### src/hw/rtl/gtg_pkg.sv
// Shared types, widths, register codes and the arctangent table of the go-to-goal controller.
package gtg_pkg;

    // Number of CORDIC micro-rotations (8 to 24)
    localparam int CORDIC_STAGES = 16;
    // Square-root steps: one result bit per step, set by the 34-bit radicand
    localparam int SQRT_STEPS    = 17;
    localparam int NUM_CELLS     = (CORDIC_STAGES > SQRT_STEPS) ? CORDIC_STAGES : SQRT_STEPS;
    localparam int STAGE_W       = $clog2(NUM_CELLS);
    // Clock edges from request acceptance to the result register
    localparam int RESULT_DELAY  = NUM_CELLS + 5;

    // Field and datapath widths
    localparam int POS_W   = 16;
    localparam int HD_W    = 15;
    localparam int CFG_W   = 16;
    localparam int CFG_IDX_W = 3;
    localparam int D_W     = POS_W + 1;          // goal minus pose
    localparam int DSQ_W   = 2 * POS_W;          // one squared offset
    localparam int RAD_W   = 2 * SQRT_STEPS;     // radicand fed to the root cells
    localparam int REM_W   = SQRT_STEPS + 1;
    localparam int ROOT_W  = SQRT_STEPS;
    localparam int PRESCALE = 8;                 // Q.12 -> Q.20
    localparam int CX_W    = 28;
    localparam int Z_W     = 25;
    localparam int LIN_W   = 18;
    localparam int ANG_W   = 19;
    localparam int FRAC_LIN = 12;
    localparam int FRAC_ANG = 20;
    localparam int LPROD_W = ROOT_W + CFG_W;
    localparam int LQ_W    = LPROD_W + 1 - FRAC_LIN;
    localparam int APROD_W = Z_W + CFG_W + 1;
    localparam int AQ_W    = APROD_W - FRAC_ANG;

    localparam logic signed [Z_W-1:0]   PI_Q20    = Z_W'(3294198);
    localparam logic [LPROD_W:0]        LIN_ROUND = (LPROD_W + 1)'(2048);
    localparam logic [LQ_W-1:0]         LIN_MAX   = LQ_W'(262143);
    localparam logic signed [APROD_W-1:0] ANG_ROUND = APROD_W'(524288);
    localparam logic signed [AQ_W-1:0]  ANG_MAX   = AQ_W'(262143);
    localparam logic signed [AQ_W-1:0]  ANG_MIN   = -AQ_W'(262144);

    // Configuration register indexes
    localparam logic [CFG_IDX_W-1:0] REG_GOAL_X       = 3'd0;
    localparam logic [CFG_IDX_W-1:0] REG_GOAL_Y       = 3'd1;
    localparam logic [CFG_IDX_W-1:0] REG_ARRIVE_TOL   = 3'd2;
    localparam logic [CFG_IDX_W-1:0] REG_LINEAR_GAIN  = 3'd3;
    localparam logic [CFG_IDX_W-1:0] REG_ANGULAR_GAIN = 3'd4;

    // Configuration reset values
    localparam logic [CFG_W-1:0] RST_GOAL_X       = 16'd4096;
    localparam logic [CFG_W-1:0] RST_GOAL_Y       = 16'd4096;
    localparam logic [CFG_W-1:0] RST_ARRIVE_TOL   = 16'd205;
    localparam logic [CFG_W-1:0] RST_LINEAR_GAIN  = 16'd4096;
    localparam logic [CFG_W-1:0] RST_ANGULAR_GAIN = 16'd16384;

    typedef struct packed {
        logic [CFG_W-1:0] goal_x;
        logic [CFG_W-1:0] goal_y;
        logic [CFG_W-1:0] arrive_tolerance;
        logic [CFG_W-1:0] linear_gain;
        logic [CFG_W-1:0] angular_gain;
    } t_cfg;

    // Per-request payload handed from cell to cell
    typedef struct packed {
        logic                    arr;
        logic signed [HD_W-1:0]  hd;
        logic [RAD_W-1:0]        rad;
        logic [REM_W-1:0]        rem;
        logic [ROOT_W-1:0]       root;
        logic signed [CX_W-1:0]  x;
        logic signed [CX_W-1:0]  y;
        logic signed [Z_W-1:0]   z;
    } t_cell_data;

    // round(atan(2^-i) * 2^20)
    function automatic logic signed [Z_W-1:0] atan_q20(input logic [STAGE_W-1:0] i);
        logic signed [Z_W-1:0] a;
        unique case (i)
            STAGE_W'(0):  a = Z_W'(823550);
            STAGE_W'(1):  a = Z_W'(486170);
            STAGE_W'(2):  a = Z_W'(256879);
            STAGE_W'(3):  a = Z_W'(130396);
            STAGE_W'(4):  a = Z_W'(65451);
            STAGE_W'(5):  a = Z_W'(32757);
            STAGE_W'(6):  a = Z_W'(16383);
            STAGE_W'(7):  a = Z_W'(8192);
            STAGE_W'(8):  a = Z_W'(4096);
            STAGE_W'(9):  a = Z_W'(2048);
            STAGE_W'(10): a = Z_W'(1024);
            STAGE_W'(11): a = Z_W'(512);
            STAGE_W'(12): a = Z_W'(256);
            STAGE_W'(13): a = Z_W'(128);
            STAGE_W'(14): a = Z_W'(64);
            STAGE_W'(15): a = Z_W'(32);
            STAGE_W'(16): a = Z_W'(16);
            STAGE_W'(17): a = Z_W'(8);
            STAGE_W'(18): a = Z_W'(4);
            STAGE_W'(19): a = Z_W'(2);
            STAGE_W'(20): a = Z_W'(1);
            default:      a = '0;
        endcase
        return a;
    endfunction

endpackage

### src/hw/rtl/gtg_cell.sv
// One cell of the chain: a CORDIC micro-rotation and a square-root digit step.
module gtg_cell (
    input  logic                              i_clk,
    input  logic                              i_rst_n,
    input  logic [gtg_pkg::STAGE_W-1:0]       i_stage,
    input  logic                              i_valid,
    input  gtg_pkg::t_cell_data               i_data,
    output logic                              o_valid,
    output gtg_pkg::t_cell_data               o_data
);

    logic                               r_valid;
    gtg_pkg::t_cell_data                r_data;
    gtg_pkg::t_cell_data                n_data;

    logic signed [gtg_pkg::CX_W-1:0]    x_cur, y_cur, x_s, y_s;
    logic [gtg_pkg::REM_W+1:0]          trial_rem, trial_sub;

    assign x_cur = i_data.x;
    assign y_cur = i_data.y;
    assign x_s   = x_cur >>> i_stage;
    assign y_s   = y_cur >>> i_stage;

    assign trial_rem = {i_data.rem, i_data.rad[gtg_pkg::RAD_W-1 -: 2]};
    assign trial_sub = {1'b0, i_data.root, 2'b01};

    always_comb begin
        n_data = i_data;

        // Rotate toward the x axis and accumulate the angle
        if (int'(i_stage) < gtg_pkg::CORDIC_STAGES) begin
            if (!y_cur[gtg_pkg::CX_W-1]) begin
                n_data.x = x_cur + y_s;
                n_data.y = y_cur - x_s;
                n_data.z = i_data.z + gtg_pkg::atan_q20(i_stage);
            end else begin
                n_data.x = x_cur - y_s;
                n_data.y = y_cur + x_s;
                n_data.z = i_data.z - gtg_pkg::atan_q20(i_stage);
            end
        end

        // Bring down two radicand bits and settle one root bit
        if (int'(i_stage) < gtg_pkg::SQRT_STEPS) begin
            n_data.rad = i_data.rad << 2;
            if (trial_rem >= trial_sub) begin
                n_data.rem  = gtg_pkg::REM_W'(trial_rem - trial_sub);
                n_data.root = {i_data.root[gtg_pkg::ROOT_W-2:0], 1'b1};
            end else begin
                n_data.rem  = gtg_pkg::REM_W'(trial_rem);
                n_data.root = {i_data.root[gtg_pkg::ROOT_W-2:0], 1'b0};
            end
        end
    end

    // Hand the request to the next cell
    always_ff @(posedge i_clk) begin
        if (!i_rst_n) begin
            r_valid <= 1'b0;
        end else begin
            r_valid <= i_valid;
        end
    end

    always_ff @(posedge i_clk) begin
        r_data <= n_data;
    end

    assign o_valid = r_valid;
    assign o_data  = r_data;

    // The rotated x component never turns negative
    a_x_nonneg: assert property (@(posedge i_clk) disable iff (!i_rst_n)
        r_valid |-> !r_data.x[gtg_pkg::CX_W-1])
        else $error("cell x component went negative");

endmodule

### config.mk
export PLATFORM = sky130hd
export DESIGN_NAME = gtg_cell
export DESIGN_NICKNAME = d
export VERILOG_FILES = /design/src/hw/rtl/gtg_pkg.sv /design/src/hw/rtl/gtg_cell.sv
export SDC_FILE = /design/constraint.sdc
export NUM_CORES = 1
export LEC_CHECK = 0
export BUFFER_PORTS_ARGS = -buffer_cell sky130_fd_sc_hd__clkbuf_2
export CORE_UTILIZATION = 55
export CTS_CLUSTER_SIZE = 16
export DETAILED_ROUTE_END_ITERATION = 12
export PLACE_DENSITY = 0.9
export SLEW_MARGIN = 30
export SYNTH_ARGS = -nofsm -noshare
export SYNTH_HDL_FRONTEND = slang
export SYNTH_SLANG_ARGS = --single-unit
### constraint.sdc
create_clock -name i_clk -period 7.8 [get_ports i_clk]
set_input_delay 0.78 -clock i_clk [delete_from_list [all_inputs] [get_ports i_clk]]
set_output_delay 0.78 -clock i_clk [all_outputs]
set_load 0.05 [all_outputs]
### After elaboration in Yosys (flattened, before gate mapping)

Memory sizes are Yosys's and may differ from the RTL's.
Index checks and enable logic that the tools add are counted.

* bits in registers: 167
* bits in read-only memories: 1280
* word-level logic and storage cells: 32
* memories kept: 2

* add/sub/neg operators: 7
* magnitude comparators: 3
* shifts and indexed selects: 2
* mux-type cells: 8

Memory list
* (no name shown): depth 32, width 20, read ports 1, clocked after memory_dff 0, wr ports 0, line gtg_pkg.sv:79 `unique case (i)`
* (no name shown): depth 32, width 20, read ports 1, clocked after memory_dff 0, wr ports 0, line gtg_pkg.sv:79

Operators by type and width (number)
* $mux W81: 2
* $mux W25: 4
* $mux W69: 1
* $add A28 B28 Y28: 2
* $sshr A28 B5 Y28: 2
* $sub A28 B28 Y28: 2
* $mux W35: 1
* $add A25 B25 Y25: 1
* $sub A25 B25 Y25: 1
* $ge A20 B19 Y1: 1
* $sub A18 B18 Y18: 1
* $lt A5 B5 Y1 const B: 2

### Depth between registers and ports, before layout

An unclocked memory read counts as a cell.

* depth after elaboration: 6
* gate-level depth with buffers: 28
* depth with buffers taken out: 24

### Worst setup path before layout

Ideal clock, no wire load.

* path kind: input to register
* start point: in i_stage[0] (netlist name)
* end point: reg r_data (netlist bit o_data[79])
* library setup time: 62 ps
* data arrival time: 5877 ps
* required time: 7738 ps
* path slack: 1860 ps
* stages: 23
* buffers on the path: 4
* cells stage by stage: buf_6 buf_12 buf_8 buf_4 mux4_2 a22o_1 a211oi_1 nand3_1 nor3b_1 nor2b_1 xnor2_1 o22ai_1 ha_1 and3_1 and3_1 a32o_1 a211oi_1 and3_1 o31ai_1 a31oi_1 o21ai_0 or4_1 nand3_1

RTL lines
* start, declared: line gtg_cell.sv:5 `input logic [gtg_pkg::STAGE_W-1:0] i_stage,`
* end signal, assigned: line gtg_cell.sv:66 `r_data <= n_data;`
* end, declared: line gtg_cell.sv:13 `gtg_pkg::t_cell_data r_data;`

==> flow_summary.toml <==
[run_status]
status = "finished clean"

[die]
fp.dieH_um = 168
dieArea_um2 = 28200
core_area_um2 = 27000
start_util = 0.561
io_pins = 341
rows = 60
die_width_um = 168

[sta]
period_needed_ns = 6.86
rsz0062_at_grt = "false"
finalHoldViolations = 0
fin_setup_tns_ns = 0
max_slew_margin = 0.294
worstMarginPinSlew_ns = 1.06
finalSetupViolCount = 0
fmax_ghz = 0.146
whs_ns = 0.437
slew_viol_final = 0
finalCritPeriodShare = 0.879

[setup_path]
crit_path_end_kind = "flip-flop"
cp.required_ns = 8.10
worstPathMaxFanout = 59
startpoint_type = "primary input"
arrival_ns = 7.16
critPathKind = "in -> reg"

[synth]
synth_cell_types = 89
synth_edf_count = 0
netlist_top_cells_count = "nand2_1, dfxtp_1, o21ai_0"
yosysSeqAreaShare = 0.221
syn_inst = 1867
synth-main-ff-cell = "dfxtp_1"
synth_area_um2 = 15100
synth.area.top_cells = "dfxtp_1, ha_1, mux4_2"
synthArstFlopShare = 0
netlist.top_cell.by_area = "dfxtp_1"
synth_seq_cells = 167
yosys_warnings = 0
post-synth-top-count-cell = "nand2_1"
postSynthNetCount = 2156
netlist.area_leader.share = 0.221
avgSynthCellArea_um2 = 8.10

[finish]
area_delta_synth_final_pct = 16.5
nets = 2444
fill_cells = 2282
drive_above_1_share = 0.245
final_area_um2 = 17600

[global_routing]
grt_pass1_wl_um = 78800
grt_pass1_vias = 15307
grt_max_degree = 93
antenna_found_initial = 1
grt-ovfl-total = 0
grt_util_all_layers = 0.351

[place]
place_hpwl_um = 38500
placed_cell_area_um2 = 17000
place_congestion = 1.06
port_buffers = 340

[cts]
htree_levels = 4
clk_pin_slew_ns = 0.08
post-cts-setup-buffers = 0
numCtsBuffers = 17
hold_buffers = 0
clock_sinks = 167
cts_tree = "done"
cts_root_buf = "clkbuf_16"
cts_buffer_depth = 2
ctsResizeCount = 0

[drt]
avgRoutedWirePerCell_um = 20.0
drt_iter0_drc = 1905
dr.pass1.iters = 6
routed-via-count = 15926
detail_route.vias_per_cell = 6.35
post-route-drc-count = 0
ant_nets = 0
wl_um = 50200

[power_and_ir_drop]
switching_share = 0.464
seqPwrFrac = 0.268
p_comb_frac = 0.501
p_per_area_nw_per_um2 = 217
clkPwrFrac = 0.231
power_w = 0.00382
power.switching_w = 0.00177
total_leakage_power_nw = 8.17
ir_drop_v = 0.000173
intPower_w = 0.00205

[hold_path]
worstHoldStart = "i_data[159]"
worstHoldPathType = "in -> reg"
min_to = "o_data[159]"
hold_path_depth = 1

[run]
maxCapViolations = 0
-- worst max-delay path: stages --
cell	delay, ns
buf_4	0.69
buf_4	0.58
mux2_2	0.43
mux4_2	0.55
a22o_1	0.25
a2111oi_2	0.28
nor2b_1	0.21
and3_1	0.31
a21oi_1	0.12
xnor2_1	0.16
ha_1	0.37
a21oi_1	0.24
nand2_1	0.09
a221oi_1	0.56
nand2_1	0.20
a41oi_1	0.33
a21oi_1	0.20
a31o_2	0.30
a31oi_1	0.20
xnor2_1	0.14
o21ai_1	0.07
-- cell type report --
| class | count | area [um2] | share of cell area |
|---|---|---|---|
| clock inverters | 14 | 151 | 0.00859 |
| inverters | 60 | 225 | 0.0128 |
| diodes | 1 | 2.50 | 0.000142 |
| multi-input cells | 1539 | 11100 | 0.631 |
| repair buffers | 370 | 1930 | 0.110 |
| well taps | 341 | 427 | 0.0242 |
| clock buffers | 18 | 429 | 0.0243 |
| flip-flops and latches | 167 | 3340 | 0.190 |
-- registers in the layout, indices dropped and copies added (netlist names) --
signal,flops
o_valid,1
o_data,166
-- how the worst max path moves through the flow --
stage                from          to  slack, ns  depth (start not counted)
2_1_floorplan  i_stage[0]  o_data[79]       1.86                         23
3_3_place_gp   i_stage[0]  o_data[52]       0.77                         21
3_5_place_dp   i_stage[0]  o_data[52]       0.63                         21
4_1_cts        i_stage[0]  o_data[52]       1.08                         21
5_1_grt        i_stage[0]  o_data[52]       0.51                         21
6_report       i_stage[0]  o_data[52]       0.94                         21
-- cell usage in the layout (no fill, tap or decap), types with 16 or more instances in the layout --
cell type | synthesis | layout
xor2_1 | 58 | 58
nor2_1 | 102 | 102
xnor2_1 | 74 | 74
o22ai_1 | 20 | 20
clkbuf_16 | 0 | 17
nand2_1 | 286 | 286
inv_1 | 57 | 57
a211oi_1 | 24 | 24
a21oi_1 | 119 | 118
dfxtp_1 | 167 | 167
o21ai_0 | 164 | 164
and2_1 | 16 | 16
and3_1 | 25 | 25
clkbuf_2 | 0 | 337
nor3_1 | 30 | 30
nor2b_1 | 25 | 25
ha_1 | 112 | 112
o21a_1 | 19 | 19
mux4_2 | 55 | 55
a21o_1 | 38 | 38
a31oi_1 | 23 | 23
nand3_1 | 34 | 34
nand2b_1 | 33 | 33
o211ai_1 | 16 | 16
mux2_2 | 34 | 34
mux2i_1 | 49 | 49
buf_4 | 3 | 32
-- stage by stage --
stage | utilization | cells | worst slack [ns]
after global placement | 0.632 | 2477 | 0.775
after global routing | 0.654 | 2510 | 0.509
final | 0.654 | 2510 | 0.944
after detailed placement | 0.632 | 2477 | 0.631
after floorplan | - | 1867 | 1.86
after CTS | 0.654 | 2509 | 1.08
-- logic make-up after synthesis --
logic type                 synth area share
adders and majority gates            0.0966
xor gates and xnor gates             0.0764
muxes                                 0.142
AOI/OAI and AO/OA                     0.226
buffers and inverters                0.0459
and+or+nand+nor                       0.192
DFF                                   0.221
-- power by group through the flow --
stage | sequential (W) | combinational [W] | clock (W)
4_1_cts | 0.00103 | 0.00189 | 0.000893
5_1_grt | 0.00104 | 0.00205 | 0.000927
3_3_place_gp | 0.00104 | 0.00184 | 0
6_report | 0.00102 | 0.00191 | 0.000880
2_1_floorplan | 0.00152 | 0.000950 | 0
3_5_place_dp | 0.00105 | 0.00188 | 0
-- layer usage --
layer / global-route usage / share of wire / vias to the layer above
met4: 0.178 / 0.051 / 0
met5: 0 / 0 / -
met2: 0.599 / 0.47 / 959
li1: - / - / 7381
met1: 0.410 / 0.38 / 7379
met3: 0.0842 / 0.099 / 207
Power figures use the tool's default switching activity.
