## config.mk

```make
export PLATFORM = sky130hd
export DESIGN_NAME = gtg_post
export DESIGN_NICKNAME = d
export VERILOG_FILES = /design/src/hw/rtl/gtg_pkg.sv /design/src/hw/rtl/gtg_post.sv
export SDC_FILE = /design/constraint.sdc
export NUM_CORES = 2
export LEC_CHECK = 0
export ABC_CLOCK_PERIOD_IN_PS = 9400
export BUFFER_PORTS_ARGS = -buffer_cell sky130_fd_sc_hd__buf_2
export CAP_MARGIN = 40
export CORE_MARGIN = 1
export CORE_UTILIZATION = 57
export CTS_BUF_LIST = sky130_fd_sc_hd__clkbuf_4 sky130_fd_sc_hd__clkbuf_8
export DETAILED_ROUTE_END_ITERATION = 8
export PLACE_DENSITY = 0.76
export SLEW_MARGIN = 30
export SYNTH_ARGS = -nofsm -noshare
export SYNTH_HDL_FRONTEND = slang
export SYNTH_SLANG_ARGS = --single-unit
```

## constraint.sdc

```tcl
create_clock -name i_clk -period 9.4 [get_ports i_clk]
set_input_delay 1.88 -clock i_clk [delete_from_list [all_inputs] [get_ports i_clk]]
set_output_delay 1.88 -clock i_clk [all_outputs]
set_load 0.02 [all_outputs]
```

## src/hw/rtl/gtg_pkg.sv

```systemverilog
// Shared types, widths, register codes and the arctangent table of the go-to-goal controller.
package gtg_pkg;

    // Number of CORDIC micro-rotations (8 to 24)
    localparam int CORDIC_STAGES = 16;
    // Square-root steps: one result bit per step, set by the 34-bit radicand
    localparam int SQRT_STEPS    = 17;
    localparam int NUM_CELLS     = (CORDIC_STAGES > SQRT_STEPS) ? CORDIC_STAGES : SQRT_STEPS;
    localparam int STAGE_W       = $clog2(NUM_CELLS);
    // Clock edges from request acceptance to the result register
    localparam int RESULT_DELAY  = NUM_CELLS + 5;

    // Field and datapath widths
    localparam int POS_W   = 16;
    localparam int HD_W    = 15;
    localparam int CFG_W   = 16;
    localparam int CFG_IDX_W = 3;
    localparam int D_W     = POS_W + 1;          // goal minus pose
    localparam int DSQ_W   = 2 * POS_W;          // one squared offset
    localparam int RAD_W   = 2 * SQRT_STEPS;     // radicand fed to the root cells
    localparam int REM_W   = SQRT_STEPS + 1;
    localparam int ROOT_W  = SQRT_STEPS;
    localparam int PRESCALE = 8;                 // Q.12 -> Q.20
    localparam int CX_W    = 28;
    localparam int Z_W     = 25;
    localparam int LIN_W   = 18;
    localparam int ANG_W   = 19;
    localparam int FRAC_LIN = 12;
    localparam int FRAC_ANG = 20;
    localparam int LPROD_W = ROOT_W + CFG_W;
    localparam int LQ_W    = LPROD_W + 1 - FRAC_LIN;
    localparam int APROD_W = Z_W + CFG_W + 1;
    localparam int AQ_W    = APROD_W - FRAC_ANG;

    localparam logic signed [Z_W-1:0]   PI_Q20    = Z_W'(3294198);
    localparam logic [LPROD_W:0]        LIN_ROUND = (LPROD_W + 1)'(2048);
    localparam logic [LQ_W-1:0]         LIN_MAX   = LQ_W'(262143);
    localparam logic signed [APROD_W-1:0] ANG_ROUND = APROD_W'(524288);
    localparam logic signed [AQ_W-1:0]  ANG_MAX   = AQ_W'(262143);
    localparam logic signed [AQ_W-1:0]  ANG_MIN   = -AQ_W'(262144);

    // Configuration register indexes
    localparam logic [CFG_IDX_W-1:0] REG_GOAL_X       = 3'd0;
    localparam logic [CFG_IDX_W-1:0] REG_GOAL_Y       = 3'd1;
    localparam logic [CFG_IDX_W-1:0] REG_ARRIVE_TOL   = 3'd2;
    localparam logic [CFG_IDX_W-1:0] REG_LINEAR_GAIN  = 3'd3;
    localparam logic [CFG_IDX_W-1:0] REG_ANGULAR_GAIN = 3'd4;

    // Configuration reset values
    localparam logic [CFG_W-1:0] RST_GOAL_X       = 16'd4096;
    localparam logic [CFG_W-1:0] RST_GOAL_Y       = 16'd4096;
    localparam logic [CFG_W-1:0] RST_ARRIVE_TOL   = 16'd205;
    localparam logic [CFG_W-1:0] RST_LINEAR_GAIN  = 16'd4096;
    localparam logic [CFG_W-1:0] RST_ANGULAR_GAIN = 16'd16384;

    typedef struct packed {
        logic [CFG_W-1:0] goal_x;
        logic [CFG_W-1:0] goal_y;
        logic [CFG_W-1:0] arrive_tolerance;
        logic [CFG_W-1:0] linear_gain;
        logic [CFG_W-1:0] angular_gain;
    } t_cfg;

    // Per-request payload handed from cell to cell
    typedef struct packed {
        logic                    arr;
        logic signed [HD_W-1:0]  hd;
        logic [RAD_W-1:0]        rad;
        logic [REM_W-1:0]        rem;
        logic [ROOT_W-1:0]       root;
        logic signed [CX_W-1:0]  x;
        logic signed [CX_W-1:0]  y;
        logic signed [Z_W-1:0]   z;
    } t_cell_data;

    // round(atan(2^-i) * 2^20)
    function automatic logic signed [Z_W-1:0] atan_q20(input logic [STAGE_W-1:0] i);
        logic signed [Z_W-1:0] a;
        unique case (i)
            STAGE_W'(0):  a = Z_W'(823550);
            STAGE_W'(1):  a = Z_W'(486170);
            STAGE_W'(2):  a = Z_W'(256879);
            STAGE_W'(3):  a = Z_W'(130396);
            STAGE_W'(4):  a = Z_W'(65451);
            STAGE_W'(5):  a = Z_W'(32757);
            STAGE_W'(6):  a = Z_W'(16383);
            STAGE_W'(7):  a = Z_W'(8192);
            STAGE_W'(8):  a = Z_W'(4096);
            STAGE_W'(9):  a = Z_W'(2048);
            STAGE_W'(10): a = Z_W'(1024);
            STAGE_W'(11): a = Z_W'(512);
            STAGE_W'(12): a = Z_W'(256);
            STAGE_W'(13): a = Z_W'(128);
            STAGE_W'(14): a = Z_W'(64);
            STAGE_W'(15): a = Z_W'(32);
            STAGE_W'(16): a = Z_W'(16);
            STAGE_W'(17): a = Z_W'(8);
            STAGE_W'(18): a = Z_W'(4);
            STAGE_W'(19): a = Z_W'(2);
            STAGE_W'(20): a = Z_W'(1);
            default:      a = '0;
        endcase
        return a;
    endfunction

endpackage

```

## src/hw/rtl/gtg_post.sv

```systemverilog
// Back stages: gain products, rounding, saturation and the arrival override.
module gtg_post (
    input  logic                              i_clk,
    input  logic                              i_rst_n,
    input  logic                              i_valid,
    input  gtg_pkg::t_cell_data               i_data,
    input  gtg_pkg::t_cfg                     i_cfg,
    output logic                              o_valid,
    output logic [gtg_pkg::LIN_W-1:0]         o_linear_speed,
    output logic signed [gtg_pkg::ANG_W-1:0]  o_turn_rate,
    output logic                              o_arrived
);

    logic                                 r_v4, r_v5, r_v6;
    logic                                 r_arr4, r_arr5, r_arr6;
    logic [gtg_pkg::LPROD_W-1:0]          r_lin_prod;
    logic signed [gtg_pkg::Z_W-1:0]       r_err;
    logic signed [gtg_pkg::APROD_W-1:0]   r_ang_prod;
    logic [gtg_pkg::LIN_W-1:0]            r_lin5, r_lin6;
    logic signed [gtg_pkg::ANG_W-1:0]     r_ang6;

    logic signed [gtg_pkg::Z_W-1:0]       hd_ext;
    logic signed [gtg_pkg::CFG_W:0]       gain_s;
    logic [gtg_pkg::LPROD_W:0]            lin_sum;
    logic [gtg_pkg::LQ_W-1:0]             lin_q;
    logic signed [gtg_pkg::APROD_W-1:0]   ang_sum;
    logic signed [gtg_pkg::AQ_W-1:0]      ang_q;
    logic signed [gtg_pkg::ANG_W-1:0]     n_ang;

    // Heading in Q.20
    assign hd_ext = {{(gtg_pkg::Z_W - gtg_pkg::HD_W - gtg_pkg::PRESCALE)
                      {i_data.hd[gtg_pkg::HD_W-1]}},
                     i_data.hd, {gtg_pkg::PRESCALE{1'b0}}};
    assign gain_s = {1'b0, i_cfg.angular_gain};

    // Round half up and clamp the linear speed
    assign lin_sum = {1'b0, r_lin_prod} + gtg_pkg::LIN_ROUND;
    assign lin_q   = lin_sum[gtg_pkg::LPROD_W:gtg_pkg::FRAC_LIN];

    // Round and clamp the turn rate
    assign ang_sum = r_ang_prod + gtg_pkg::ANG_ROUND;
    assign ang_q   = ang_sum[gtg_pkg::APROD_W-1:gtg_pkg::FRAC_ANG];

    always_comb begin
        priority if (ang_q > gtg_pkg::ANG_MAX) begin
            n_ang = gtg_pkg::ANG_MAX[gtg_pkg::ANG_W-1:0];
        end else if (ang_q < gtg_pkg::ANG_MIN) begin
            n_ang = gtg_pkg::ANG_MIN[gtg_pkg::ANG_W-1:0];
        end else begin
            n_ang = ang_q[gtg_pkg::ANG_W-1:0];
        end
    end

    // Advance the valid flags
    always_ff @(posedge i_clk) begin
        if (!i_rst_n) begin
            r_v4 <= 1'b0;
            r_v5 <= 1'b0;
            r_v6 <= 1'b0;
        end else begin
            r_v4 <= i_valid;
            r_v5 <= r_v4;
            r_v6 <= r_v5;
        end
    end

    // Payload stages; zero both speeds once arrived
    always_ff @(posedge i_clk) begin
        r_arr4     <= i_data.arr;
        r_lin_prod <= i_data.root * i_cfg.linear_gain;
        r_err      <= i_data.z - hd_ext;

        r_arr5     <= r_arr4;
        r_ang_prod <= r_err * gain_s;
        r_lin5     <= (lin_q > gtg_pkg::LIN_MAX) ? gtg_pkg::LIN_MAX[gtg_pkg::LIN_W-1:0]
                                                 : lin_q[gtg_pkg::LIN_W-1:0];

        r_arr6 <= r_arr5;
        r_lin6 <= r_arr5 ? '0 : r_lin5;
        r_ang6 <= r_arr5 ? '0 : n_ang;
    end

    assign o_valid         = r_v6;
    assign o_linear_speed  = r_lin6;
    assign o_turn_rate     = r_ang6;
    assign o_arrived       = r_arr6;

endmodule

```

# [Word level (Yosys, flattened, before mapping)]
# Index checks and enable logic that the tools add are counted.
[word_totals] mem_bits_rw=0 mem_bits_ro=0 memories=0 latch_bits=0 register_bits=161
[op_classes] bitwise_logic=0 add_sub_neg=3 eq_ne=0 n_mul=2 n_div=0 shift=0 n_mux=2 reduce_logical=1 magnitude_cmp=3
[ops] op="adder 42 x 21 -> 42 bit, second input constant" n=1
[ops] op="multiplier 25 x 17 -> 42 bit" n=1
[ops] op="adder 33 x 12 -> 34 bit, second input constant" n=1
[ops] op="multiplier 17 x 16 -> 33 bit" n=1
[ops] op="subtractor 25 x 23 -> 25 bit" n=1
[ops] op="> comparator 22 x 18 -> 1 bit, second input constant" n=1
[ops] op="> comparator 22 x 19 -> 1 bit, second input constant" n=1
[ops] op="< comparator 22 x 19 -> 1 bit, second input constant" n=1
[ops] op="two-way mux 19 bit" n=1
[ops] op="two-way mux 18 bit" n=1
[ops] op="OR reduction 2 bit" n=1

# [Depth between registers and ports, before layout]
[depth] ltp_word=4 mapped_depth=25 ltp_nobuf=24

# [Worst setup path before layout]
# No wires, ideal clock.
[synth_timing] path_type="input to register" startpoint="in i_cfg[23] (netlist name)" endpoint="reg r_lin_prod[32] (netlist name)" path_slack_ps=1704 cell_stages=23 arrival_time_ps=7624 path_cell_list="clkbuf_1 -> clkbuf_1 -> nand2_1 -> fa_1 -> inv_1 -> fa_1 -> inv_1 -> fa_1 -> inv_1 -> fa_1 -> fa_1 -> inv_1 -> fa_1 -> inv_1 -> ha_1 -> and3_1 -> and3_1 -> a211oi_1 -> a21oi_2 -> a2111oi_4 -> o311ai_1 -> a31oi_1 -> xnor2_1"
[synth_via] elab_chain_cells=1
[synth_lines] element="start, declared" line_no="gtg_post.sv:7" rtl="input gtg_pkg::t_cfg i_cfg,"
[synth_lines] element="multiplier 17 x 16 -> 33 bit" line_no="gtg_post.sv:70" rtl="r_lin_prod <= i_data.root * i_cfg.linear_gain;"
[synth_lines] element="end signal, assigned" line_no="gtg_post.sv:70"
[synth_lines] element="end, declared" line_no="gtg_post.sv:16" rtl="logic [gtg_pkg::LPROD_W-1:0] r_lin_prod;"
# Every way passes these cells.
# A chain may end at the register's enable or synchronous reset.

# [Worst setup path in the final report]
[layout_timing] startpoint="in i_cfg[3] (netlist name)" endpoint="reg r_ang_prod[38] (netlist name)"
[layout_via] elab_chain_cells=1
[layout_lines] element="multiplier 25 x 17 -> 42 bit" line_no="gtg_post.sv:74" rtl="r_ang_prod <= r_err * gain_s;"
[layout_lines] element="end signal, assigned" line_no="gtg_post.sv:74"
[layout_lines] element="end, declared" line_no="gtg_post.sv:18" rtl="logic signed [gtg_pkg::APROD_W-1:0] r_ang_prod;"
# Every way passes these cells.

==> run summary <==
outcome: finished clean
first-pass GRT wire length: 103000 µm
synthesized cell area: 0.0265 mm²
CP Class: in -> reg
Most used DFF post-synth: dfxtp_1
Setup-failing EPs final: 0
initial DRC count: 976
Layout area overhead: 5.39%
crit-path max cell delay: 690 ps
root buffer cell: clkbuf_8
vias in the first global route: 21600
cell mode on critical path: fa_1
clock buffer count from CTS: 17
Synth cell types: 56
RSZ-0062 raised after global routing: no
Vias per Instance: 5.35
Die X: 218 µm
Slew @ Worst Pin: 832 ps
fin crit period: 8080 ps
Net Count, Synth: 3960
clk sinks: 131
CTS tree: built
Setup TNS: 0 ps
Clk pin slew, worst setup/hold paths: 80 ps
Final Wtd Congestion: 0.899
H-tree depth: 4
Rows: 78
Final Hold Viols: 0
crit share post-route: 86.0%
cell family with most CP delay: adder cells
Core Area: 0.0457 mm²
# DRC: 0
Seq/Total Area, Yosys: 9.89%
HPWL after DPL: 48500 µm
die height: 218 µm
DR pass1 iterations: 5
largest net degree at the start of global routing: 26
post-CTS setup buffers: 0
total of max-cap violations: 0
IO Port Bufs: 131
Post-CTS Hold Fix Bufs: 0
GRT Util Overall: 27.3%
number of vias in the routed layout: 19000
maximum achievable frequency: 124 MHz
Worst Path Required: 9760 ps
syn_area_per_cell: 9.17 µm²
Worst-Skew Late Latency: 490 ps
Synth area leader: fa_1
share of post-route cells with drive strength above 1: 5.95%
Slew HR: 44.4%
Clock Skews: 36.2 ps
grt ovf: 0
Critical Path Slowest Stage Cell: fa_1
routed wire length: 59400 µm
Initial Utilization: 58.1%
CTS max path bufs: 2
post_cts resized: 0
top cells by area, synth: fa_1 45%, ha_1 10%, dfxtp_1 9.9%
worst-path cell chain: buf_2 -> and2_1 -> inv_1 -> fa_1 -> inv_1 -> fa_1 -> fa_1 -> fa_1 -> fa_1 -> inv_1 -> fa_1 -> inv_1 -> ha_1 -> and3_1 -> a221o_1 -> nor3_1 -> nand3_1 -> a21oi_1 -> nand2b_1 -> a21oi_1 -> xnor2_1
Final #Nets: 4010
Worst setup SP type: input pin
CP bufs+invs: 5
YS warnings: 0
Post-synth EDFFs: 0
routed wire length per instance: 16.7 µm
Final Max Slew Viols: 0
initial antenna violation count: 1
Final ANT Viol Nets: 0
Gate Count Post-Synth: 2893
FF+latch count, synth: 131
worst min path class: reg -> reg
asr flop ratio synth: 0%
Worst EP arrival: 8440 ps
post-synth top area share: 45.1%
CP Capture Type: register
die area: 0.0474 mm²
IO Count: 288
critical-path maximum fanout: 25
==> final cells by class <==
class / count / area [µm²]
timing repair buffer: 132 / 661
antenna: 1 / 2.50
sequential: 131 / 2620
clock inverter: 15 / 163
fill: 3818 / 17700
inverter: 697 / 2620
multi-input combinational: 1964 / 20900
clock buffer: 17 / 234
tap: 600 / 751
==> cell families after synthesis <==
| family | synth area share (%) |
|---|---|
| flip-flops | 9.89 |
| buffers and inverters | 11.3 |
| AO/OA/AOI/OAI | 3.75 |
| XOR/XNOR | 2.94 |
| adder cells (fa/ha/maj) | 55.5 |
| AND/OR/NAND/NOR | 16.6 |
| multiplexers | 0.0802 |
==> routing by layer <==
metal,GRT usage [%],share of wire (%)
met1,31.7,38
met2,50.4,53
met3,3.95,6.1
met4,10.8,3.7
met5,0,0
==> through the flow <==
stage | setup slack (ps) | cells | cell area [µm²] | util (%) | hold slack (ps)
2_1_floorplan | 1700 | 2893 | 26500 | - | 310
3_3_place_gp | 925 | 3523 | 27600 | 60.3 | 311
3_5_place_dp | 827 | 3523 | 27600 | 60.3 | 312
4_1_cts | 1320 | 3555 | 27900 | 61.2 | 341
5_1_grt | 956 | 3557 | 28000 | 61.2 | 338
6_report | 1320 | 3557 | 28000 | 61.2 | 335
==> cell usage after synthesis (5+ instances only) <==
| master | n |
|---|---|
| a211oi_1 | 5 |
| nor2_1 | 56 |
| a21oi_1 | 35 |
| xnor2_1 | 57 |
| xor2_1 | 32 |
| o21ai_0 | 38 |
| nand2_1 | 446 |
| ha_1 | 221 |
| o21bai_1 | 5 |
| nor2b_1 | 24 |
| fa_1 | 597 |
| and3_1 | 17 |
| nor3_1 | 17 |
| o21a_1 | 12 |
| a21o_1 | 13 |
| nand3b_1 | 5 |
| clkbuf_1 | 98 |
| and2_1 | 284 |
| nand3_1 | 29 |
| a31oi_1 | 6 |
| inv_1 | 697 |
| nand4_1 | 10 |
| dfxtp_1 | 131 |
==> worst register-to-register path, stage by stage, from the launching register on <==
cell	delay (ps)
dfxtp_1	880
nand2_1	190
fa_1	550
fa_1	520
fa_1	520
inv_1	50
fa_1	560
fa_1	450
fa_1	460
ha_1	320
a21o_1	190
a21oi_1	390
o21ai_0	210
o2111ai_1	350
nand3_1	170
a21oi_1	450
nand2b_1	170
a21oi_1	200
xnor2_1	180
==> flip-flops by register name, summed over array words and instances, names as in the netlist <==
signal	count
r_err	25
r_lin5	18
r_arr5	1
r_lin_prod	22
r_arr4	1
r_v5	1
o_linear_speed	18
r_ang_prod	23
r_v4	1
o_turn_rate	19
o_valid	1
o_arrived	1
==> cells in the final DEF (no fill, tap or decap), types with 17 or more instances in the layout <==
cell type  Yosys  final
dfxtp_1      131    131
ha_1         221    221
nor2_1        56     56
buf_2          2    132
nor3_1        17     17
nand2_1      446    446
nor2b_1       24     24
a21oi_1       35     35
inv_1        697    697
fa_1         597    597
and2_1       284    284
o21ai_0       38     38
xnor2_1       57     57
and3_1        17     17
nand3_1       29     29
clkbuf_8       0     17
xor2_1        32     32
==> worst paths after layout <==
path | depth (start not counted) | from | slack, ps | endpoint
min reg2reg | 0 | r_arr4 | 330 | r_arr5
max reg2reg | 18 | r_err[16] | 2480 | r_ang_prod[38]
min | 0 | r_arr4 | 330 | r_arr5
max | 21 | i_cfg[3] | 1320 | r_ang_prod[38]
Power is left out: the tool's default activity adds up to more than one toggle a clock period on the data nets, which glitch-free logic cannot reach.
