## config.mk

```make
export PLATFORM = sky130hd
export DESIGN_NAME = gtg_prep
export DESIGN_NICKNAME = d
export VERILOG_FILES = /design/src/hw/rtl/gtg_pkg.sv /design/src/hw/rtl/gtg_prep.sv
export SDC_FILE = /design/constraint.sdc
export NUM_CORES = 2
export LEC_CHECK = 0
export BUFFER_PORTS_ARGS = -buffer_cell sky130_fd_sc_hd__buf_2
export CAP_MARGIN = 15
export CORE_AREA = 8 8 267 269
export CTS_BUF_LIST = sky130_fd_sc_hd__clkbuf_2
export CTS_CLUSTER_SIZE = 25
export DETAILED_ROUTE_END_ITERATION = 7
export DIE_AREA = 0 0 275 277
export PLACE_DENSITY = 0.74
export SLEW_MARGIN = 15
export SYNTH_ARGS = -nofsm -noshare
export SYNTH_HDL_FRONTEND = slang
export SYNTH_SLANG_ARGS = --single-unit
```

## constraint.sdc

```tcl
create_clock -name i_clk -period 7.2 [get_ports i_clk]
set_input_delay 0.36 -clock i_clk [delete_from_list [all_inputs] [get_ports i_clk]]
set_output_delay 0.36 -clock i_clk [all_outputs]
set_load 0.01 [all_outputs]
```

## src/hw/rtl/gtg_pkg.sv

```systemverilog
// Shared types, widths, register codes and the arctangent table of the go-to-goal controller.
package gtg_pkg;

    // Number of CORDIC micro-rotations (8 to 24)
    localparam int CORDIC_STAGES = 16;
    // Square-root steps: one result bit per step, set by the 34-bit radicand
    localparam int SQRT_STEPS    = 17;
    localparam int NUM_CELLS     = (CORDIC_STAGES > SQRT_STEPS) ? CORDIC_STAGES : SQRT_STEPS;
    localparam int STAGE_W       = $clog2(NUM_CELLS);
    // Clock edges from request acceptance to the result register
    localparam int RESULT_DELAY  = NUM_CELLS + 5;

    // Field and datapath widths
    localparam int POS_W   = 16;
    localparam int HD_W    = 15;
    localparam int CFG_W   = 16;
    localparam int CFG_IDX_W = 3;
    localparam int D_W     = POS_W + 1;          // goal minus pose
    localparam int DSQ_W   = 2 * POS_W;          // one squared offset
    localparam int RAD_W   = 2 * SQRT_STEPS;     // radicand fed to the root cells
    localparam int REM_W   = SQRT_STEPS + 1;
    localparam int ROOT_W  = SQRT_STEPS;
    localparam int PRESCALE = 8;                 // Q.12 -> Q.20
    localparam int CX_W    = 28;
    localparam int Z_W     = 25;
    localparam int LIN_W   = 18;
    localparam int ANG_W   = 19;
    localparam int FRAC_LIN = 12;
    localparam int FRAC_ANG = 20;
    localparam int LPROD_W = ROOT_W + CFG_W;
    localparam int LQ_W    = LPROD_W + 1 - FRAC_LIN;
    localparam int APROD_W = Z_W + CFG_W + 1;
    localparam int AQ_W    = APROD_W - FRAC_ANG;

    localparam logic signed [Z_W-1:0]   PI_Q20    = Z_W'(3294198);
    localparam logic [LPROD_W:0]        LIN_ROUND = (LPROD_W + 1)'(2048);
    localparam logic [LQ_W-1:0]         LIN_MAX   = LQ_W'(262143);
    localparam logic signed [APROD_W-1:0] ANG_ROUND = APROD_W'(524288);
    localparam logic signed [AQ_W-1:0]  ANG_MAX   = AQ_W'(262143);
    localparam logic signed [AQ_W-1:0]  ANG_MIN   = -AQ_W'(262144);

    // Configuration register indexes
    localparam logic [CFG_IDX_W-1:0] REG_GOAL_X       = 3'd0;
    localparam logic [CFG_IDX_W-1:0] REG_GOAL_Y       = 3'd1;
    localparam logic [CFG_IDX_W-1:0] REG_ARRIVE_TOL   = 3'd2;
    localparam logic [CFG_IDX_W-1:0] REG_LINEAR_GAIN  = 3'd3;
    localparam logic [CFG_IDX_W-1:0] REG_ANGULAR_GAIN = 3'd4;

    // Configuration reset values
    localparam logic [CFG_W-1:0] RST_GOAL_X       = 16'd4096;
    localparam logic [CFG_W-1:0] RST_GOAL_Y       = 16'd4096;
    localparam logic [CFG_W-1:0] RST_ARRIVE_TOL   = 16'd205;
    localparam logic [CFG_W-1:0] RST_LINEAR_GAIN  = 16'd4096;
    localparam logic [CFG_W-1:0] RST_ANGULAR_GAIN = 16'd16384;

    typedef struct packed {
        logic [CFG_W-1:0] goal_x;
        logic [CFG_W-1:0] goal_y;
        logic [CFG_W-1:0] arrive_tolerance;
        logic [CFG_W-1:0] linear_gain;
        logic [CFG_W-1:0] angular_gain;
    } t_cfg;

    // Per-request payload handed from cell to cell
    typedef struct packed {
        logic                    arr;
        logic signed [HD_W-1:0]  hd;
        logic [RAD_W-1:0]        rad;
        logic [REM_W-1:0]        rem;
        logic [ROOT_W-1:0]       root;
        logic signed [CX_W-1:0]  x;
        logic signed [CX_W-1:0]  y;
        logic signed [Z_W-1:0]   z;
    } t_cell_data;

    // round(atan(2^-i) * 2^20)
    function automatic logic signed [Z_W-1:0] atan_q20(input logic [STAGE_W-1:0] i);
        logic signed [Z_W-1:0] a;
        unique case (i)
            STAGE_W'(0):  a = Z_W'(823550);
            STAGE_W'(1):  a = Z_W'(486170);
            STAGE_W'(2):  a = Z_W'(256879);
            STAGE_W'(3):  a = Z_W'(130396);
            STAGE_W'(4):  a = Z_W'(65451);
            STAGE_W'(5):  a = Z_W'(32757);
            STAGE_W'(6):  a = Z_W'(16383);
            STAGE_W'(7):  a = Z_W'(8192);
            STAGE_W'(8):  a = Z_W'(4096);
            STAGE_W'(9):  a = Z_W'(2048);
            STAGE_W'(10): a = Z_W'(1024);
            STAGE_W'(11): a = Z_W'(512);
            STAGE_W'(12): a = Z_W'(256);
            STAGE_W'(13): a = Z_W'(128);
            STAGE_W'(14): a = Z_W'(64);
            STAGE_W'(15): a = Z_W'(32);
            STAGE_W'(16): a = Z_W'(16);
            STAGE_W'(17): a = Z_W'(8);
            STAGE_W'(18): a = Z_W'(4);
            STAGE_W'(19): a = Z_W'(2);
            STAGE_W'(20): a = Z_W'(1);
            default:      a = '0;
        endcase
        return a;
    endfunction

endpackage

```

## src/hw/rtl/gtg_prep.sv

```systemverilog
// Front stages: goal offsets, squared distance, arrival test and CORDIC pre-rotation.
module gtg_prep (
    input  logic                              i_clk,
    input  logic                              i_rst_n,
    input  logic                              i_start,
    input  logic [gtg_pkg::POS_W-1:0]         i_pose_x,
    input  logic [gtg_pkg::POS_W-1:0]         i_pose_y,
    input  logic signed [gtg_pkg::HD_W-1:0]   i_pose_heading,
    input  gtg_pkg::t_cfg                     i_cfg,
    output logic                              o_valid,
    output gtg_pkg::t_cell_data               o_data
);

    logic                               r_v1, r_v2, r_v3;
    logic signed [gtg_pkg::D_W-1:0]     r_dx, r_dy;
    logic signed [gtg_pkg::HD_W-1:0]    r_hd1, r_hd2;
    logic [gtg_pkg::DSQ_W-1:0]          r_dx2, r_dy2, r_tol2;
    logic signed [gtg_pkg::CX_W-1:0]    r_x2, r_y2;
    logic signed [gtg_pkg::Z_W-1:0]     r_z2;
    gtg_pkg::t_cell_data                r_data;

    logic signed [gtg_pkg::D_W-1:0]     n_dx, n_dy;
    logic signed [2*gtg_pkg::D_W-1:0]   sq_x, sq_y;
    logic signed [gtg_pkg::CX_W-1:0]    x0, y0, n_x, n_y;
    logic signed [gtg_pkg::Z_W-1:0]     n_z;
    logic [gtg_pkg::DSQ_W:0]            d2_sum;

    // Offsets from pose to goal
    assign n_dx = signed'({1'b0, i_cfg.goal_x}) - signed'({1'b0, i_pose_x});
    assign n_dy = signed'({1'b0, i_cfg.goal_y}) - signed'({1'b0, i_pose_y});

    // Square the offsets
    assign sq_x = r_dx * r_dx;
    assign sq_y = r_dy * r_dy;

    // Scale to Q.20 and turn left-half vectors by pi
    assign x0 = {{(gtg_pkg::CX_W - gtg_pkg::D_W - gtg_pkg::PRESCALE){r_dx[gtg_pkg::D_W-1]}},
                 r_dx, {gtg_pkg::PRESCALE{1'b0}}};
    assign y0 = {{(gtg_pkg::CX_W - gtg_pkg::D_W - gtg_pkg::PRESCALE){r_dy[gtg_pkg::D_W-1]}},
                 r_dy, {gtg_pkg::PRESCALE{1'b0}}};

    always_comb begin
        if (r_dx[gtg_pkg::D_W-1]) begin
            n_x = -x0;
            n_y = -y0;
            n_z = r_dy[gtg_pkg::D_W-1] ? -gtg_pkg::PI_Q20 : gtg_pkg::PI_Q20;
        end else begin
            n_x = x0;
            n_y = y0;
            n_z = '0;
        end
    end

    assign d2_sum = {1'b0, r_dx2} + {1'b0, r_dy2};

    // Advance the valid flags
    always_ff @(posedge i_clk) begin
        if (!i_rst_n) begin
            r_v1 <= 1'b0;
            r_v2 <= 1'b0;
            r_v3 <= 1'b0;
        end else begin
            r_v1 <= i_start;
            r_v2 <= r_v1;
            r_v3 <= r_v2;
        end
    end

    // Payload stages
    always_ff @(posedge i_clk) begin
        r_dx  <= n_dx;
        r_dy  <= n_dy;
        r_hd1 <= i_pose_heading;

        r_dx2  <= sq_x[gtg_pkg::DSQ_W-1:0];
        r_dy2  <= sq_y[gtg_pkg::DSQ_W-1:0];
        r_tol2 <= i_cfg.arrive_tolerance * i_cfg.arrive_tolerance;
        r_x2   <= n_x;
        r_y2   <= n_y;
        r_z2   <= n_z;
        r_hd2  <= r_hd1;

        r_data.arr  <= (d2_sum <= {1'b0, r_tol2});
        r_data.hd   <= r_hd2;
        r_data.rad  <= {1'b0, d2_sum};
        r_data.rem  <= '0;
        r_data.root <= '0;
        r_data.x    <= r_x2;
        r_data.y    <= r_y2;
        r_data.z    <= r_z2;
    end

    assign o_valid = r_v3;
    assign o_data  = r_data;

endmodule

```

---- Yosys cells after proc, flatten, opt, wreduce, memory -nomap -nowiden ----
Index checks and enable logic that the tools add are counted.
storage, ports and cells
  flip-flop bits (word level) ............. 374
  latch bits .............................. 0
  RAM bits ................................ 0
  memory bits (read-only) ................. 0
  word-level logic and storage cells ...... 33
  memories kept ........................... 0
cells by class
  add/subtract/negate cells ............... 5
  multipliers ............................. 3
  divide/modulo/power cells ............... 0
  order comparisons ....................... 1
  eq/ne operators ......................... 0
  shifts and indexed selects .............. 0
  multiplexer cells ....................... 3
  bitwise logic cells ..................... 0
  reduce and logical (&&, ||, !) cells .... 0
operator list
  cell                                       number
  multiplier 17 x 17 -> 32 bit               2
  negation 25 -> 28 bit                      2
  subtractor 16 x 16 -> 17 bit               2
  adder 32 x 32 -> 33 bit                    1
  less-or-equal comparator 33 x 32 -> 1 bit  1
  multiplier 16 x 16 -> 32 bit               1
  two-way mux 28 bit                         1
  two-way mux 25 bit                         1
  two-way mux 24 bit                         1

---- Depth between registers and ports, before layout ----
  depth after elaboration ................. 2
  depth in mapped cells ................... 27
  gate-level depth less buffers ........... 25

---- Worst setup path after synthesis ----
No wires, ideal clock.
  path type ............................... input -> register
  from .................................... in i_cfg[33] in the netlist's numbering
  to ...................................... reg r_tol2[31] in the netlist's numbering
  library setup time ...................... 0.121 ns
  arrival ................................. 6.340 ns
  path slack .............................. 0.738 ns
  cell stages on the path ................. 23
  buffers on the path ..................... 2
  cells stage by stage .................... clkbuf_1 -> clkbuf_1 -> nand2_1 -> fa_1 -> fa_1 -> inv_1 -> fa_1 -> fa_1 -> fa_1 -> inv_1 -> fa_1 -> inv_1 -> ha_1 -> a21o_1 -> a221oi_2 -> nor2b_1 -> a41o_1 -> a211oi_2 -> nor2_1 -> o41a_1 -> or4_1 -> a31oi_1 -> xnor2_1
between the ends
  longest elaborated chain between the ends .. 1
RTL lines
  element                       line            RTL
  from (decl)                   gtg_prep.sv:9   input gtg_pkg::t_cfg i_cfg,
  multiplier 16 x 16 -> 32 bit  gtg_prep.sv:77  r_tol2 <= i_cfg.arrive_tolerance * i_cfg.arrive_tolerance;
  to (signal assigned)          gtg_prep.sv:77
  to (decl)                     gtg_prep.sv:17  logic [gtg_pkg::DSQ_W-1:0] r_dx2, r_dy2, r_tol2;
No other way between the ends.
A chain may end at the register's enable or synchronous reset.

---- Final worst setup path ----
  from .................................... reg r_dy[3] in the netlist's numbering
  to ...................................... reg r_dy2[30] in the netlist's numbering
between the ends
  longest elaborated chain between the ends .. 1
RTL lines
  element                       line            RTL
  from (decl)                   gtg_prep.sv:15  logic signed [gtg_pkg::D_W-1:0] r_dx, r_dy;
  from (signal assigned)        gtg_prep.sv:72  r_dy <= n_dy;
  multiplier 17 x 17 -> 32 bit  gtg_prep.sv:34  assign sq_y = r_dy * r_dy;
  net sq_y (one bit)            gtg_prep.sv:23  logic signed [2*gtg_pkg::D_W-1:0] sq_x, sq_y;
  to (signal assigned)          gtg_prep.sv:76  r_dy2 <= sq_y[gtg_pkg::DSQ_W-1:0];
  to (decl)                     gtg_prep.sv:17
The timed path passes the listed nets, and every way through them passes these cells.

==> results.md <==
- Mux share of post-synthesis cell area: less than 1%
- CTS buffer count: 74
- Pre-CTS WS: roughly 0.39 ns
- Arr. time, crit path: 7.60 ns
- Die height: roughly 280 um
- Final Skew: 0.0772 ns
- CP Launch Point: r_dy[3]$_DFF_P_
- Actual slew at the worst max-slew pin: 0.980 ns
- Hold Path Cell Cnt: 2
- RSZ-0062 raised after global routing: false
- Worst skew pair latency: 1.06 ns
- Adder-cell area share of the yosys netlist: 49.9%
- Die Area: approximately 76000 um2
- Synth cell types: just under 70
- Critical-path top delay cell: dfxtp_1
- Synthesis-to-finish area growth: 11.2%
- Stages on worst setup path: 24
- Most frequent cells in the layout: 946 x inv_1, 680 x fa_1, 363 x ha_1, 292 x dfxtp_1, 288 x nand2_1
- I/O pin count: approximately 300
- GPL Wtd Cong: a little under 0.9
- Commonest non-fill, non-tap cell in the layout: inv_1
- Async S/R FF share, synth: 0%
- Routed vias/inst: 5.02
- Layout cell share with drive strength beyond 1: 9.68%
- Clk sink count: 293
- Syn. warnings: 0
- Via count: 25600
- Sequential-to-total area share from yosys stat: between 10% and 20%
- Synth Area in Compound Gates: under 10%
- Reg clk slew, reported paths: between 0.1 and 0.15 ns
- Max Cap Viol: 0
- Setup TNS: 0 ns
- Overall die width: ~280 um
- WL final: 80600 um
- Layout net count: about 5300
- Vias in the first global route: 28100
- CP Data Required Time: 8.15 ns
- Initial antenna violation count: 7
- Initial DRT Pass Iterations: 7
- Xor/xnor share of the synthesized area: 4.65%
- Max-slew violation count: 0
- # rows: between 90 and 100
- WL per Instance: roughly 16 um
- Crit path max fanout: 14
- Initial core utilization: 54.4%
- Fillers: between 5000 and 6000
- Starting DRT DRC Count: 1234
- Residual DRC: 0
- Slew Limit Headroom: 33.7%
- CTS tree: built
- Hold Crit Class: in2reg
- Status: completed
- Worst r2r src: r_dy[3]$_DFF_P_
- EDFF count, synth: 0
- Core ar.: 66800 um2
- Port buffer count: approximately 210
- Final Cycle Share: 92.4%
- ANT nets after route: 0
- R2R setup slack: around 0.55 ns
- Synthesized flop and latch total: 293
- Total GRT Usage: 21.9%
- Most used DFF post-synth: dfxtp_1
- Min Clock Period, post-route: 6.65 ns
- Worst setup path end: r_dy2[30]$_DFF_P_
- Fmax: between 150 and 200 MHz
- Slowest cell delay on critical path: 0.80 ns
- # H-tree levels: 3
- R2r endpoint: r_dy2[30]$_DFF_P_
- Worst Setup End Kind: register
- R2R depth: 24
- Buffer depth of the longest clock path: 3
- Worst path cell trace: inv_1 > nor2_1 > ha_1 > xor2_1 > fa_1 > fa_1 > inv_1 > fa_1 > fa_1 > inv_1 > fa_1 > inv_1 > ha_1 > inv_1 > a211oi_1 > o21ai_0 > o22ai_1 > a21oi_1 > buf_4 > o21ai_1 > a21o_1 > a2111oi_0 > nor3_1 > xor2_1
- Worst setup margin: 0.550 ns
- Final setup fails: 0
- Largest net degree at the start of global routing: 43
- Gr ovfl total: 0
- Worst Path Buf+Inv: 6
- Setup CP Type: reg2reg
- Startpoint Class: register
- Synth Instances: approximately 3800
- Largest family of logic cells by synthesized area: adder cells
- Final Hold Fails: 0
- Syn Area/Cell: just under 10 um2
- DP Wirelength: 66500 um
- Crit path max-delay family: adder cells
- Cell Area, Synth: approximately 36000 um2
- CTS Root Cell: clkbuf_2
- Fraction of the mapped netlist area in simple logic gates: 10.4%
- First-pass GRT wire length: 135000 um
==> worst register-to-register path, delay by kind of cell, from the launching register on <==
| kind | cells | cell delay, ns |
|---|---|---|
| and+or+nand+nor | 2 | 0.36 |
| adders and majority gates | 7 | 3.14 |
| DFF | 1 | 0.80 |
| xor gates and xnor gates | 2 | 0.34 |
| AOI/OAI and AO/OA | 7 | 1.26 |
| buffers and inverters | 6 | 0.69 |
==> registers in the layout (all words and copies together), names as in the netlist <==
name     cells
o_data      92
r_dx2       31
r_dy2       31
r_dy        17
r_v2         1
r_hd1       15
r_tol2      31
r_v1         1
o_valid      1
r_y2        19
r_hd2       15
r_dx        17
r_z2         3
r_x2        19
==> metrics by stage <==
stage	area, um2	hold slack, ns	utilization [%]	cells
2_1_floorplan	36600	0.310	-	3841
3_3_place_gp	38300	0.310	57.3	4820
3_5_place_dp	38300	0.312	57.3	4820
4_1_cts	40400	0.107	60.5	5098
5_1_grt	40400	0.152	60.5	5103
6_report	40400	0.217	60.5	5104
==> logic make-up (layout without fill, tap and decap cells) <==
logic type,count (synthesis),count (layout)
buffers and inverters,1110,1494
adder cells (fa/ha/maj),1043,1043
AND/OR/NAND/NOR,782,782
AO/OA/AOI/OAI,359,359
flip-flops,293,293
XOR/XNOR,193,193
multiplexers,5,5
other,1,62
==> worst min-delay path by stage <==
stage | start | end | slack (ns)
global route | i_cfg[32] | r_tol2[0]$_DFF_P_ | 0.15
floorplan | r_hd2[0]$_DFF_P_ | o_data[150]$_DFF_P_ | 0.31
detailed placement | r_z2[21]$_SDFF_PN0_ | o_data[21]$_DFF_P_ | 0.31
global placement | r_hd1[6]$_DFF_P_ | r_hd2[6]$_DFF_P_ | 0.31
finish | i_cfg[32] | r_tol2[0]$_DFF_P_ | 0.22
CTS | i_pose_y[14] | r_dy[16]$_DFF_P_ | 0.11
==> cells in the mapped netlist, types with 57 or more instances <==
cell / number / area [um2]
buf_4: 74 / 556
xnor2_1: 144 / 1260
inv_1: 946 / 3550
a21oi_1: 100 / 500
and2_1: 161 / 1010
fa_1: 680 / 13600
nor2_1: 136 / 510
dfxtp_1: 293 / 5870
nand2_1: 288 / 1080
clkbuf_1: 82 / 308
a21o_1: 57 / 428
ha_1: 363 / 4540
==> what timing repair did <==
action | in CTS | in global routing
hold endpoints to repair | 56 | 0
setup buffers | 0 | 0
resized for setup | 0 | 0
hold buffers | 146 | 0
==> routing by layer <==
metal / vias to the layer above / routed length (um) / GRT usage [%]
met4: 0 / 2070 / 6.18
met3: 143 / 5250 / 4.46
met5: - / 0 / 0
li1: 12100 / - / -
met1: 12700 / 33300 / 27.6
met2: 698 / 40000 / 37.9
==> cell type report <==
class                      count  area (um2)  share of cell area, %
antenna                        6        15.0                 0.0371
clock buffer                 106         531                   1.31
clock inverter                26         179                  0.442
inverter                     948        3560                   8.80
multi-input combinational   2438       26300                   64.9
sequential                   293        5870                   14.5
tap                          873        1090                   2.70
timing repair buffer         414        2950                   7.28
Power is not shown: default switching activity piles up to over one toggle a cycle in this logic, so the estimate is an artifact.
